$ cat src/bmpf_pkg.sv
// shared types and constants for the backlight and motor pwm fade block
package bmpf_pkg;

  localparam int TIMER_BITS_DEF = 16;
  localparam int DUTY_BITS_DEF  = 6;

  localparam int CMD_W    = 3;
  localparam int LEVEL_W  = 8;
  localparam int DUR_W    = 16;
  localparam int PERIOD_W = 6;
  localparam int FADE_W   = 16;
  localparam int COUNT_W  = 6;
  localparam int DUTY_W   = 6;
  localparam int CFG_IDX_W  = 1;
  localparam int CFG_DATA_W = 16;

  localparam logic [PERIOD_W-1:0] PERIOD_RST = PERIOD_W'(32);
  localparam logic [FADE_W-1:0]   FADE_RST   = FADE_W'(16);

  localparam logic [LEVEL_W-1:0] LIGHT_LEVEL_MAX = LEVEL_W'(8);
  localparam logic [LEVEL_W-1:0] MOTOR_LEVEL_MAX = LEVEL_W'(16);
  localparam int FADE_FLOOR = 2;

  typedef enum logic [CMD_W-1:0] {
    CMD_PWM_CLK   = 3'd0,
    CMD_SYS_TICK  = 3'd1,
    CMD_LIGHT_ON  = 3'd2,
    CMD_MOTOR_ON  = 3'd3,
    CMD_SHUTDOWN  = 3'd4
  } cmd_t;

  typedef enum logic [CFG_IDX_W-1:0] {
    CFG_PWM_PERIOD = 1'b0,
    CFG_FADE_STEP  = 1'b1
  } cfg_idx_t;

  typedef struct packed {
    logic [CMD_W-1:0]   command;
    logic [LEVEL_W-1:0] level;
    logic [DUR_W-1:0]   duration;
  } item_t;

endpackage

$ cat src/bmpf_in_stage.sv
// input register stage holding one request ahead of the core
module bmpf_in_stage (
  input  logic                clk,
  input  logic                rst_n,
  input  logic                in_valid,
  output logic                in_ready,
  input  bmpf_pkg::item_t     in_item,
  input  logic                advance,
  output logic                item_valid,
  output bmpf_pkg::item_t     item
);

  logic            valid_r, valid_nxt;
  bmpf_pkg::item_t item_r;

  assign in_ready  = !valid_r || advance;
  assign valid_nxt = in_ready ? in_valid : valid_r;

  always_ff @(posedge clk) begin
    if (!rst_n) begin
      valid_r <= 1'b0;
    end else begin
      valid_r <= valid_nxt;
    end
  end

  always_ff @(posedge clk) begin
    if (in_ready && in_valid) begin
      item_r <= in_item;
    end
  end

  assign item_valid = valid_r;
  assign item       = item_r;

endmodule

$ cat src/bmpf_core.sv
// channel state, timers and result register
module bmpf_core #(
  parameter int TIMER_BITS = bmpf_pkg::TIMER_BITS_DEF,
  parameter int DUTY_BITS  = bmpf_pkg::DUTY_BITS_DEF
) (
  input  logic                                clk,
  input  logic                                rst_n,
  input  logic                                cfg_we,
  input  logic [bmpf_pkg::CFG_IDX_W-1:0]      cfg_index,
  input  logic [bmpf_pkg::CFG_DATA_W-1:0]     cfg_data,
  input  logic                                item_valid,
  input  bmpf_pkg::item_t                     item,
  output logic                                advance,
  output logic                                out_valid,
  input  logic                                out_ready,
  output logic                                out_light_pin,
  output logic                                out_motor_pin,
  output logic                                out_light_enabled,
  output logic                                out_motor_enabled,
  output logic [bmpf_pkg::DUTY_W-1:0]         out_light_duty,
  output logic [bmpf_pkg::DUTY_W-1:0]         out_motor_duty
);

  localparam logic [32:0] TmrMax = (33'd1 << TIMER_BITS) - 33'd1;

  // configuration
  logic [bmpf_pkg::PERIOD_W-1:0] period_r;
  logic [bmpf_pkg::FADE_W-1:0]   fade_r;

  always_ff @(posedge clk) begin
    if (!rst_n) begin
      period_r <= bmpf_pkg::PERIOD_RST;
      fade_r   <= bmpf_pkg::FADE_RST;
    end else if (cfg_we) begin
      unique case (bmpf_pkg::cfg_idx_t'(cfg_index))
        bmpf_pkg::CFG_PWM_PERIOD: period_r <= cfg_data[bmpf_pkg::PERIOD_W-1:0];
        bmpf_pkg::CFG_FADE_STEP:  fade_r   <= cfg_data[bmpf_pkg::FADE_W-1:0];
        default: ;
      endcase
    end
  end

  // channel state
  logic [bmpf_pkg::COUNT_W-1:0] count_r, count_nxt;
  logic [DUTY_BITS-1:0]         lcmp_r, lcmp_nxt, mcmp_r, mcmp_nxt;
  logic                         lact_r, lact_nxt, mact_r, mact_nxt;
  logic [TIMER_BITS-1:0]        lrem_r, lrem_nxt, mrem_r, mrem_nxt;
  logic                         larm_r, larm_nxt, marm_r, marm_nxt;

  logic                         out_valid_r, out_valid_nxt;
  logic                         lpin_r, mpin_r, len_r, men_r;
  logic [bmpf_pkg::DUTY_W-1:0]  lduty_r, mduty_r;

  logic                         take;
  logic [bmpf_pkg::LEVEL_W-1:0] llvl, mlvl;
  logic [32:0]                  dur_ext, fade_ext;
  logic [TIMER_BITS-1:0]        dur_sat, fade_sat, lrem_dec, mrem_dec;
  logic [DUTY_BITS-1:0]         count_ext;

  assign advance = !out_valid_r || out_ready;
  assign take    = advance && item_valid;

  always_comb begin
    dur_ext  = {17'd0, item.duration};
    fade_ext = {17'd0, ((fade_r == '0) ? bmpf_pkg::FADE_W'(1) : fade_r)};
    dur_sat  = (dur_ext  > TmrMax) ? TmrMax[TIMER_BITS-1:0] : dur_ext[TIMER_BITS-1:0];
    fade_sat = (fade_ext > TmrMax) ? TmrMax[TIMER_BITS-1:0] : fade_ext[TIMER_BITS-1:0];
    lrem_dec = (lrem_r != '0) ? lrem_r - TIMER_BITS'(1) : lrem_r;
    mrem_dec = (mrem_r != '0) ? mrem_r - TIMER_BITS'(1) : mrem_r;
    llvl = (item.level > bmpf_pkg::LIGHT_LEVEL_MAX) ? bmpf_pkg::LIGHT_LEVEL_MAX : item.level;
    mlvl = (item.level > bmpf_pkg::MOTOR_LEVEL_MAX) ? bmpf_pkg::MOTOR_LEVEL_MAX : item.level;

    count_nxt = count_r;
    lcmp_nxt  = lcmp_r;
    mcmp_nxt  = mcmp_r;
    lact_nxt  = lact_r;
    mact_nxt  = mact_r;
    lrem_nxt  = lrem_r;
    mrem_nxt  = mrem_r;
    larm_nxt  = larm_r;
    marm_nxt  = marm_r;

    if (take) begin
      case (item.command)
        bmpf_pkg::CMD_PWM_CLK: begin
          if (count_r >= period_r) begin
            count_nxt = '0;
          end else begin
            count_nxt = count_r + bmpf_pkg::COUNT_W'(1);
          end
        end
        bmpf_pkg::CMD_SYS_TICK: begin
          if (larm_r) begin
            lrem_nxt = lrem_dec;
            if (lrem_dec == '0) begin
              // expiry: step the fade down or switch the light off
              if (lcmp_r > DUTY_BITS'(bmpf_pkg::FADE_FLOOR)) begin
                lcmp_nxt = lcmp_r - DUTY_BITS'(1);
                lrem_nxt = fade_sat;
                larm_nxt = 1'b1;
              end else begin
                lact_nxt = 1'b0;
                larm_nxt = 1'b0;
              end
            end
          end
          if (marm_r) begin
            mrem_nxt = mrem_dec;
            if (mrem_dec == '0) begin
              mact_nxt = 1'b0;
              marm_nxt = 1'b0;
            end
          end
        end
        bmpf_pkg::CMD_LIGHT_ON: begin
          if (llvl == '0) begin
            lact_nxt = 1'b0;
          end else begin
            lact_nxt = 1'b1;
            lcmp_nxt = DUTY_BITS'({llvl, 2'b00});
            if (item.duration != '0) begin
              lrem_nxt = dur_sat;
              larm_nxt = 1'b1;
            end
          end
        end
        bmpf_pkg::CMD_MOTOR_ON: begin
          if (mlvl == '0) begin
            mact_nxt = 1'b0;
          end else begin
            mact_nxt = 1'b1;
            mcmp_nxt = DUTY_BITS'({mlvl, 1'b0});
            if (item.duration != '0) begin
              mrem_nxt = dur_sat;
              marm_nxt = 1'b1;
            end
          end
        end
        bmpf_pkg::CMD_SHUTDOWN: begin
          lact_nxt = 1'b0;
          mact_nxt = 1'b0;
        end
        default: ;
      endcase
    end

    count_ext     = DUTY_BITS'(count_nxt);
    out_valid_nxt = advance ? item_valid : out_valid_r;
  end

  always_ff @(posedge clk) begin
    if (!rst_n) begin
      count_r     <= '0;
      lcmp_r      <= '0;
      mcmp_r      <= '0;
      lact_r      <= 1'b0;
      mact_r      <= 1'b0;
      lrem_r      <= '0;
      mrem_r      <= '0;
      larm_r      <= 1'b0;
      marm_r      <= 1'b0;
      out_valid_r <= 1'b0;
    end else begin
      count_r     <= count_nxt;
      lcmp_r      <= lcmp_nxt;
      mcmp_r      <= mcmp_nxt;
      lact_r      <= lact_nxt;
      mact_r      <= mact_nxt;
      lrem_r      <= lrem_nxt;
      mrem_r      <= mrem_nxt;
      larm_r      <= larm_nxt;
      marm_r      <= marm_nxt;
      out_valid_r <= out_valid_nxt;
    end
  end

  // result register, loaded with the state after the request
  always_ff @(posedge clk) begin
    if (take) begin
      lpin_r  <= lact_nxt && (count_ext < lcmp_nxt);
      mpin_r  <= mact_nxt && (count_ext < mcmp_nxt);
      len_r   <= lact_nxt;
      men_r   <= mact_nxt;
      lduty_r <= lcmp_nxt[bmpf_pkg::DUTY_W-1:0];
      mduty_r <= mcmp_nxt[bmpf_pkg::DUTY_W-1:0];
    end
  end

  assign out_valid         = out_valid_r;
  assign out_light_pin     = lpin_r;
  assign out_motor_pin     = mpin_r;
  assign out_light_enabled = len_r;
  assign out_motor_enabled = men_r;
  assign out_light_duty    = lduty_r;
  assign out_motor_duty    = mduty_r;

endmodule

$ cat src/backlight_motor_pwm_fade_top.sv
// top level: backlight and motor pwm with one-shot fade and stop timers
// a request is held in the input register until the core advances, then its result is held in the result register
// throughput: one request per cycle while results are taken, set by the single state update in the core
// while a result waits on the output the input register takes one more request, then stalls
// synchronous active-low reset clears channel state and timers, period 32, fade step 16
module backlight_motor_pwm_fade_top #(
  parameter int TIMER_BITS = bmpf_pkg::TIMER_BITS_DEF,
  parameter int DUTY_BITS  = bmpf_pkg::DUTY_BITS_DEF
) (
  input  logic                             clk,
  input  logic                             rst_n,
  input  logic                             cfg_we,
  input  logic [bmpf_pkg::CFG_IDX_W-1:0]   cfg_index,
  input  logic [bmpf_pkg::CFG_DATA_W-1:0]  cfg_data,
  input  logic                             in_valid,
  output logic                             in_ready,
  input  logic [bmpf_pkg::CMD_W-1:0]       in_command,
  input  logic [bmpf_pkg::LEVEL_W-1:0]     in_level,
  input  logic [bmpf_pkg::DUR_W-1:0]       in_duration,
  output logic                             out_valid,
  input  logic                             out_ready,
  output logic                             out_light_pin,
  output logic                             out_motor_pin,
  output logic                             out_light_enabled,
  output logic                             out_motor_enabled,
  output logic [bmpf_pkg::DUTY_W-1:0]      out_light_duty,
  output logic [bmpf_pkg::DUTY_W-1:0]      out_motor_duty
);

  bmpf_pkg::item_t in_item, item;
  logic            item_valid, advance;

  assign in_item = '{command: in_command, level: in_level, duration: in_duration};

  bmpf_in_stage u_in (
    .clk        (clk),
    .rst_n      (rst_n),
    .in_valid   (in_valid),
    .in_ready   (in_ready),
    .in_item    (in_item),
    .advance    (advance),
    .item_valid (item_valid),
    .item       (item)
  );

  bmpf_core #(
    .TIMER_BITS (TIMER_BITS),
    .DUTY_BITS  (DUTY_BITS)
  ) u_core (
    .clk               (clk),
    .rst_n             (rst_n),
    .cfg_we            (cfg_we),
    .cfg_index         (cfg_index),
    .cfg_data          (cfg_data),
    .item_valid        (item_valid),
    .item              (item),
    .advance           (advance),
    .out_valid         (out_valid),
    .out_ready         (out_ready),
    .out_light_pin     (out_light_pin),
    .out_motor_pin     (out_motor_pin),
    .out_light_enabled (out_light_enabled),
    .out_motor_enabled (out_motor_enabled),
    .out_light_duty    (out_light_duty),
    .out_motor_duty    (out_motor_duty)
  );

endmodule

$ cat config.mk
export PLATFORM = sky130hd
export DESIGN_NAME = backlight_motor_pwm_fade_top
export DESIGN_NICKNAME = d
export VERILOG_FILES = /design/src/bmpf_pkg.sv /design/src/bmpf_in_stage.sv /design/src/bmpf_core.sv /design/src/backlight_motor_pwm_fade_top.sv
export SDC_FILE = /design/constraint.sdc
export NUM_CORES = 1
export LEC_CHECK = 0
export CAP_MARGIN = 5
export CELL_PAD_IN_SITES_DETAIL_PLACEMENT = 0
export CELL_PAD_IN_SITES_GLOBAL_PLACEMENT = 2
export CORE_ASPECT_RATIO = 0.9
export CORE_UTILIZATION = 37
export DETAILED_ROUTE_END_ITERATION = 8
export DONT_BUFFER_PORTS = 1
export PLACE_DENSITY = 0.84
export SETUP_SLACK_MARGIN = 0.5
export SLEW_MARGIN = 10
export SYNTH_ARGS = -nofsm -noshare
export SYNTH_HDL_FRONTEND = slang
export SYNTH_SLANG_ARGS = --single-unit
$ cat constraint.sdc
create_clock -name clk -period 11.2 [get_ports clk]
set_input_delay 1.12 -clock clk [delete_from_list [all_inputs] [get_ports clk]]
set_output_delay 1.12 -clock clk [all_outputs]
set_load 0.02 [all_outputs]
==> flow_metrics.tcl, run 1 <==
set metrics [dict create \
    most-common-layout-cells "sky130_fd_sc_hd__nand2_1 (105), sky130_fd_sc_hd__dfxtp_1 (78), sky130_fd_sc_hd__nor2_1 (65)" \
    buffer_ports.inserted 0 \
    first_global_vias 5477 \
    core_area_um2 17120 \
    p_leak_nw 2.580 \
    synth_largest_area_cell "sky130_fd_sc_hd__dfxtp_1" \
    syn_area_per_cell_um2 8.619 \
    design.final.nets 810 \
    cp_max_fo 18 \
    hold_path_startpoint "u_core.fade_r[0]$_SDFFE_PN0P_" \
    rsz0062_at_grt "false" \
    endpoint_kind "flip-flop" \
    cts_hold_buf 0 \
    detail_route.iter0.violations 466 \
    globalplace.congestion 0.8582 \
    hpwlAfterDp_mm 13.32 \
    synth_area_um2 6568 \
    totalWireLength_mm 18.28 \
    cellPowerDensity_nw_per_um2 162.8 \
    slew_headroom_pct 22.09 \
    critical_path.reg2reg.startpoint "u_core.lrem_r[0]$_SDFFE_PN0P_" \
    p_seq_share_pct 41.6 \
    grt_pass1_wl_mm 29.60 \
    cts-htree-levels 4 \
    die_height_um 128.4 \
    die_width_um 142.4 \
    synth_top_cell_area_share_pct 23.78 \
    num_io_pins 67 \
    setup_viol 0 \
    antennaDiodeCount 0 \
    max_freq_mhz 202.9 \
    power.switching_w 0.0003313 \
    report.final.hold_viol_count 0 \
    overflow_left_after_global_routing 0 \
    remaining_drcs 0 \
    maxCapViolations 0 \
    syn-instance-count 762 \
    worst_clock_skew_ps 9.756 \
    post_cts_setup_inserts 0 \
    total_vias_in_the_final_route 5694 \
    drt-pass1-iter-count 5 \
    floorplan.die_area_um2 18290 \
    synth-seq-area-share_pct 43.44 \
    ys_warn_count 0 \
    placement_rows 45 \
    final_common_cell "sky130_fd_sc_hd__nand2_1" \
    finalSetupTns_ps 0 \
    syn-num-nets 833 \
    async_flop_share_pct 0 \
    arrival_ps 5090 \
    power.share.switching_pct 27.89 \
    tritoncts "built" \
    share_of_power_burned_in_the_clock_network_pct 47.5 \
    post_cts_resized 0 \
    drive_gt1_share_pct 6.915 \
    worstPathRequired_ps 11360 \
    cts.clk_slew.worst_paths_ps 60 \
    critPathLaunchType "flip-flop" \
    cts_root_buffer "sky130_fd_sc_hd__clkbuf_16" \
    yosys_register_bits 121 \
    worstHoldPathType "flip-flop to flip-flop" \
    cts_inserted_buffers 17 \
    cellInternalPower_w 0.0008564 \
    cts_buffer_depth 2 \
    setup_crit_path_kind "flip-flop to flip-flop" \
    setup_slack_ps 6271 \
    numClockSinks 121 \
    synth_top_flop_cell "sky130_fd_sc_hd__dfxtp_1" \
    grt_max_degree 44 \
    viasPerCell 5.769 \
    skew_pair_late_insertion_delay_ps 420 \
    initial_core_util_pct 38.37 \
    crit_start "u_core.lrem_r[0]$_SDFFE_PN0P_" \
    run_status "complete, no violations" \
    timing_worst_slew_pin_value_ps 1161 \
    detail-route-antenna-nets 0 \
    power.share.combinational_pct 10.9 \
    report.final.slew_viol_count 0 \
    synth-edff-count 43 \
    routed_length_per_placed_instance_um 18.52 \
    placement.setup.worst_slack_ps 6215 \
    netlist-cell-type-count 76 \
    grt.total_usage_pct 21.17 \
    timing.final.crit_share_pct 44.01 \
    worst_ir_drop_vdd_v 0.0001116 \
    number_of_antenna_violations_at_the_first_check_in_global_routing 0 \
    final_period_minus_worst_setup_slack_ps 4929 \
    areaGrowthSynthToFinish_pct 11.09 \
    synth_area_leaders "sky130_fd_sc_hd__dfxtp_1 (24%), sky130_fd_sc_hd__edfxtp_1 (20%), sky130_fd_sc_hd__nand2_1 (6.0%), sky130_fd_sc_hd__a21oi_1 (4.3%), sky130_fd_sc_hd__ha_1 (4.2%)" \
]
## Yosys cell counts, drive strengths merged, types with 4 or more instances
cell and instances:
nand2 105, dfxtp 78, nor2 65, a21oi 57
edfxtp 43, o21ai 42, clkbuf 34, nor3 30
inv 24, nor4 24, and2 23, ha 22
a31oi 18, nand3 17, or3 13, buf 12
o211ai 12, nor2b 10, nor4b 9, nand2b 8
a22oi 7, mux2i 7, and3 6, nand4 6
or4 6, a211oi 5, nand4b 5, o21a 5
o31ai 5, xor2 5, nand3b 4, o22ai 4
o311ai 4
## worst paths after layout
kind         cells after the start                        endpoint  slack, ps
max                             16  u_core.out_light_pin$_DFFE_PP_       6270
min                              2   u_core.fade_r[0]$_SDFFE_PN0P_        480
max reg2reg                     16  u_core.out_light_pin$_DFFE_PP_       6270
min reg2reg                      2   u_core.fade_r[0]$_SDFFE_PN0P_        480
## stage by stage
step                      hold WS, ps  instance area, um2  instances  utilization [%]  total power [W]
after CTS                       473.4                7296        987            42.62         0.001196
final                           478.0                7296        987            42.62         0.001188
after detailed placement        461.0                6685        955            39.06        0.0006303
after floorplan                 436.4                6568        762                -        0.0005997
after global placement          462.4                6685        955            39.06        0.0006308
after global routing            493.5                7296        987            42.62         0.001233
## kinds of logic after synthesis
kind of cell	Yosys count	synth area share, %
xor+xnor	8	1.067
simple gates	343	26.98
fa+ha+maj	22	4.191
mux	8	1.238
buf+inv	72	4.629
flops	121	43.44
compound gates	188	18.46
## registers in the layout, indices dropped and copies added, names as in the netlist
name / cells
u_core.mcmp_r: 6
u_core.out_light_duty: 6
u_core.out_light_enabled: 1
u_core.marm_r: 1
u_core.mact_r: 1
u_core.count_r: 6
u_core.period_r: 6
u_core.lact_r: 1
u_in.item_valid: 1
u_core.out_motor_enabled: 1
u_core.lcmp_r: 6
u_core.out_motor_duty: 6
u_core.fade_r: 16
u_core.mrem_r: 16
u_core.out_motor_pin: 1
u_core.larm_r: 1
u_core.out_light_pin: 1
u_core.lrem_r: 16
u_in.item: 27
u_core.out_valid: 1
## critical path: stages (launching register included)
cell and delay (ps):
sky130_fd_sc_hd__dfxtp_1 350, sky130_fd_sc_hd__inv_1 130, sky130_fd_sc_hd__ha_1 260, sky130_fd_sc_hd__nor3b_1 480, sky130_fd_sc_hd__a41oi_1 440, sky130_fd_sc_hd__a311oi_1 330, sky130_fd_sc_hd__a21oi_1 80, sky130_fd_sc_hd__nor4_2 360
sky130_fd_sc_hd__buf_4 250, sky130_fd_sc_hd__and2_1 580, sky130_fd_sc_hd__a32o_1 320, sky130_fd_sc_hd__o21ai_1 110, sky130_fd_sc_hd__ha_1 310, sky130_fd_sc_hd__and4_1 170, sky130_fd_sc_hd__o21ai_0 80, sky130_fd_sc_hd__a221oi_1 300
sky130_fd_sc_hd__nor4bb_1 100
## power by group through the flow
stage                     sequential (W)  combinational [W]  clock (W)
after floorplan                 0.000493           0.000106          0
after global placement          0.000503           0.000128          0
after detailed placement        0.000503           0.000127          0
after CTS                       0.000494           0.000128   0.000575
after global routing            0.000496           0.000144   0.000593
final                           0.000494           0.000129   0.000564
## final cells by class
cell class	count	area (um2)
multi-input cells	569	3411
well taps	235	294.0
clock inverters	15	185.2
repair buffers	4	30.03
fillers	1705	9821
clock buffers	17	425.4
flip-flops and latches	121	2853
inverters	26	97.59
## routing by layer
| layer | track usage, % | vias up | wire [um] |
|---|---|---|---|
| met4 | 8.539 | 0 | 365 |
| met5 | 0 | - | 0 |
| li1 | - | 2765 | - |
| met2 | 32.24 | 172 | 8088 |
| met3 | 4.503 | 28 | 914 |
| met1 | 29.22 | 2729 | 8909 |
No activity file was read; power rests on OpenSTA's default activity.
==> run 2, diff against run 1 <==
--- a/config.mk
+++ b/config.mk
@@ -5,6 +5,7 @@
 export SDC_FILE = /design/constraint.sdc
 export NUM_CORES = 1
 export LEC_CHECK = 0
+export ABC_AREA = 1
 export CAP_MARGIN = 5
 export CELL_PAD_IN_SITES_DETAIL_PLACEMENT = 0
 export CELL_PAD_IN_SITES_GLOBAL_PLACEMENT = 2
@@ -12,7 +13,7 @@
 export CORE_UTILIZATION = 37
 export DETAILED_ROUTE_END_ITERATION = 8
 export DONT_BUFFER_PORTS = 1
-export PLACE_DENSITY = 0.84
+export PLACE_DENSITY = 0.88
 export SETUP_SLACK_MARGIN = 0.5
 export SLEW_MARGIN = 10
 export SYNTH_ARGS = -nofsm -noshare
==> constraint.sdc (replaced) <==
create_clock -name clk -period 4.55 [get_ports clk]
set_input_delay 0.455 -clock clk [delete_from_list [all_inputs] [get_ports clk]]
set_output_delay 0.455 -clock clk [all_outputs]
set_load 0.02 [all_outputs]
==> run 2 against run 1 <==
Worst setup slack lost 5200 ps; clock skew shrank 1.8 ps; combinational power grew to 4.1 times the previous value; synthesized cell count grew 17%; core utilization shrank 0.16 points; die area grew 1.3%; global-route usage shrank 0.50 points; via count grew 1.5%; register-to-register slack lost 5200 ps; hold slack lost 350 ps; maximum frequency grew 42%; first-iteration DRC count shrank 1.7%.
==> flow_metrics.tcl, run 2 <==
set metrics [dict create \
    max_freq_mhz 289.0 \
    synthSimpleGateAreaFrac_pct 27.42 \
    number_of_antenna_violations_at_the_first_check_in_global_routing 1 \
    timing_worst_slew_pin_value_ps 1179 \
    drive_gt1_share_pct 7.633 \
    ys_warn_count 0 \
    power.share.combinational_pct 16.8 \
    syn-instance-count 894 \
    worst_ir_drop_vdd_v 0.0002819 \
    skew_pair_late_insertion_delay_ps 420 \
    synth_largest_area_cell "sky130_fd_sc_hd__dfxtp_1" \
    setup_crit_path_kind "flip-flop to flip-flop" \
    report.final.slew_viol_count 0 \
    synth-xor-area-share_pct 2.500 \
    run_status "complete, no violations" \
    netlist-cell-type-count 44 \
    post_cts_resized 0 \
    cts_hold_buf 0 \
    placed_cells_incl_taps 1112 \
    critPathLaunchType "flip-flop" \
    most-common-layout-cells "sky130_fd_sc_hd__nand2_1 (204), sky130_fd_sc_hd__inv_1 (107), sky130_fd_sc_hd__nor2_1 (104)" \
    overflow_left_after_global_routing 0 \
    cts-htree-levels 4 \
    complex_gate_fraction_of_the_synthesized_area_pct 14.96 \
    syn-num-nets 965 \
    layout.cells.non_filler 1144 \
    placement.setup.worst_slack_ps 1130 \
    floorplan.die_area_um2 18530 \
    core_area_um2 17610 \
    grt_pass1_wl_mm 29.15 \
    rsz0062_at_grt "false" \
    grt_max_degree 53 \
    post_cts_setup_inserts 0 \
    synthMostInstantiatedCell "sky130_fd_sc_hd__nand2_1" \
    synth_area_leaders "sky130_fd_sc_hd__dfxtp_1 (23%), sky130_fd_sc_hd__edfxtp_1 (19%), sky130_fd_sc_hd__nand2_1 (12%), sky130_fd_sc_hd__inv_1 (6.0%), sky130_fd_sc_hd__nor2_1 (5.9%)" \
    total_vias_in_the_final_route 5778 \
    power.switching_w 0.0009325 \
    hold_path_startpoint "in_level[3]" \
    worst_clock_skew_ps 7.983 \
    num_io_pins 67 \
    areaGrowthSynthToFinish_pct 12.35 \
    drt-pass1-iter-count 5 \
    viasPerCell 5.051 \
    worstHoldPathType "input pin to flip-flop" \
    synth-seq-area-share_pct 42.86 \
    cts_inserted_buffers 17 \
    report.final.hold_viol_count 0 \
    detail_route.iter0.violations 458 \
    endpoint_kind "flip-flop" \
    crit_start "u_core.lrem_r[0]$_SDFFE_PN0P_" \
    syn_area_per_cell_um2 7.446 \
    antennaDiodeCount 0 \
    main_combinational_cell_family_by_area_after_synthesis "simple AND/OR/NAND/NOR gates" \
    numClockSinks 121 \
    yosys-mux-area-fraction_pct 0 \
    globalplace.congestion 0.8422 \
    share_of_power_burned_in_the_clock_network_pct 44.3 \
    async_flop_share_pct 0 \
    worstPathRequired_ps 4820 \
    remaining_drcs 0 \
    final_common_cell "sky130_fd_sc_hd__nand2_1" \
    buffer_ports.inserted 0 \
    largest_register_ffs 27 \
    synth-edff-count 43 \
    synth.top_cells.by_count "sky130_fd_sc_hd__nand2_1 (204), sky130_fd_sc_hd__inv_1 (107), sky130_fd_sc_hd__nor2_1 (104), sky130_fd_sc_hd__dfxtp_1 (78), sky130_fd_sc_hd__o21ai_0 (75)" \
    final_period_minus_worst_setup_slack_ps 3460 \
    synth_area_um2 6656 \
    detail-route-antenna-nets 0 \
    arrival_ps 3730 \
    tritoncts "built" \
    synth_top_flop_cell "sky130_fd_sc_hd__dfxtp_1" \
    cellInternalPower_w 0.002201 \
    slew_headroom_pct 21.33 \
    hpwlAfterDp_mm 13.78 \
    grt.total_usage_pct 20.67 \
    p_seq_share_pct 38.9 \
    die_height_um 129.2 \
    cts.clk_slew.worst_paths_ps 60 \
    synth_top_cell_area_share_pct 23.46 \
    die_width_um 143.4 \
    cts_buffer_depth 2 \
    design.final.nets 962 \
    cp_max_fo 7 \
    synthAdderAreaFrac_pct 4.135 \
    timing.final.crit_share_pct 76.05 \
    critical_path.reg2reg.startpoint "u_core.lrem_r[0]$_SDFFE_PN0P_" \
    cellPowerDensity_nw_per_um2 419.0 \
    routed_length_per_placed_instance_um 15.91 \
    finalSetupTns_ps 0 \
    maxCapViolations 0 \
    initial_core_util_pct 37.79 \
    p_leak_nw 3.284 \
    setup_viol 0 \
    setup_slack_ps 1090 \
    totalWireLength_mm 18.20 \
    first_global_vias 5429 \
    cts_root_buffer "sky130_fd_sc_hd__clkbuf_16" \
    power.share.switching_pct 29.76 \
    yosys_register_bits 121 \
    placement_rows 46 \
]
[run 2: metal layers]
layer	wire (um)	GRT usage (%)	up-vias	share of wire, %
li1	-	-	2968	-
met1	9506	30.01	2690	52
met2	7734	30.78	108	42
met3	773	4.582	12	4.2
met4	184	5.319	0	1.0
met5	0	0	-	0
[run 2: critical path, stage by stage, from the launching register on]
cell and delay (ps):
sky130_fd_sc_hd__dfxtp_1 300, sky130_fd_sc_hd__inv_1 120, sky130_fd_sc_hd__ha_1 370, sky130_fd_sc_hd__nand2_4 120, sky130_fd_sc_hd__nor2_2 150, sky130_fd_sc_hd__nand2_1 100
sky130_fd_sc_hd__xor2_1 280, sky130_fd_sc_hd__nand3_1 110, sky130_fd_sc_hd__nor2_1 170, sky130_fd_sc_hd__nand4_1 110, sky130_fd_sc_hd__nand2_1 70, sky130_fd_sc_hd__nand2_1 50
sky130_fd_sc_hd__nand3_1 80, sky130_fd_sc_hd__nand2_1 50, sky130_fd_sc_hd__a21boi_0 400, sky130_fd_sc_hd__ha_1 330, sky130_fd_sc_hd__nand2_1 90, sky130_fd_sc_hd__nor2_1 50
sky130_fd_sc_hd__a211oi_1 170, sky130_fd_sc_hd__nand2_1 80, sky130_fd_sc_hd__a21oi_1 110
[run 2: logic make-up (layout without fill, tap and decap cells)]
family                   count (synthesis)  in the layout
AND/OR/NAND/NOR                        417            417
flip-flops                             121            121
XOR/XNOR                                19             19
buffers and inverters                  138            148
AO/OA/AOI/OAI                          177            177
adder cells (fa/ha/maj)                 22             22
[run 2: worst paths after layout]
check | end | slack, ps | cells past startpoint
worst min-delay path | u_in.item[19]$_DFFE_PP_ | 130 | 0
worst min register to register | u_core.period_r[2]$_SDFFE_PN0P_ | 460 | 2
worst max-delay path | u_core.out_light_pin$_DFFE_PP_ | 1090 | 20
worst max register to register | u_core.out_light_pin$_DFFE_PP_ | 1090 | 20
[run 2: power by group through the flow]
stage	Clock (W)	Sequential, W	Combinational (W)
finish	0.00139	0.00122	0.000527
global placement	0	0.00124	0.000528
floorplan	0	0.00123	0.000414
detailed placement	0	0.00124	0.000525
CTS	0.00141	0.00122	0.000528
global route	0.00146	0.00122	0.000601
[run 2: cell type report]
class / count / area (um2)
Sequential cell: 121 / 2853
Inverter: 111 / 416.7
Timing Repair Buffer: 5 / 37.54
Clock inverter: 15 / 177.7
Tap cell: 240 / 300.3
Clock buffer: 17 / 425.4
Multi-Input combinational cell: 635 / 3268
Fill cell: 1876 / 10130
[run 2: metrics by stage]
step / hold WS [ps] / utilization, % / instance area [um2] / total power (W)
after CTS: 115.0 / 42.46 / 7478 / 0.003158
after global placement: 449.8 / 39.04 / 6875 / 0.001769
after detailed placement: 452.7 / 39.04 / 6875 / 0.001766
final: 128.5 / 42.46 / 7478 / 0.003133
after floorplan: 433.2 / - / 6656 / 0.001639
after global routing: 113.2 / 42.46 / 7478 / 0.003282
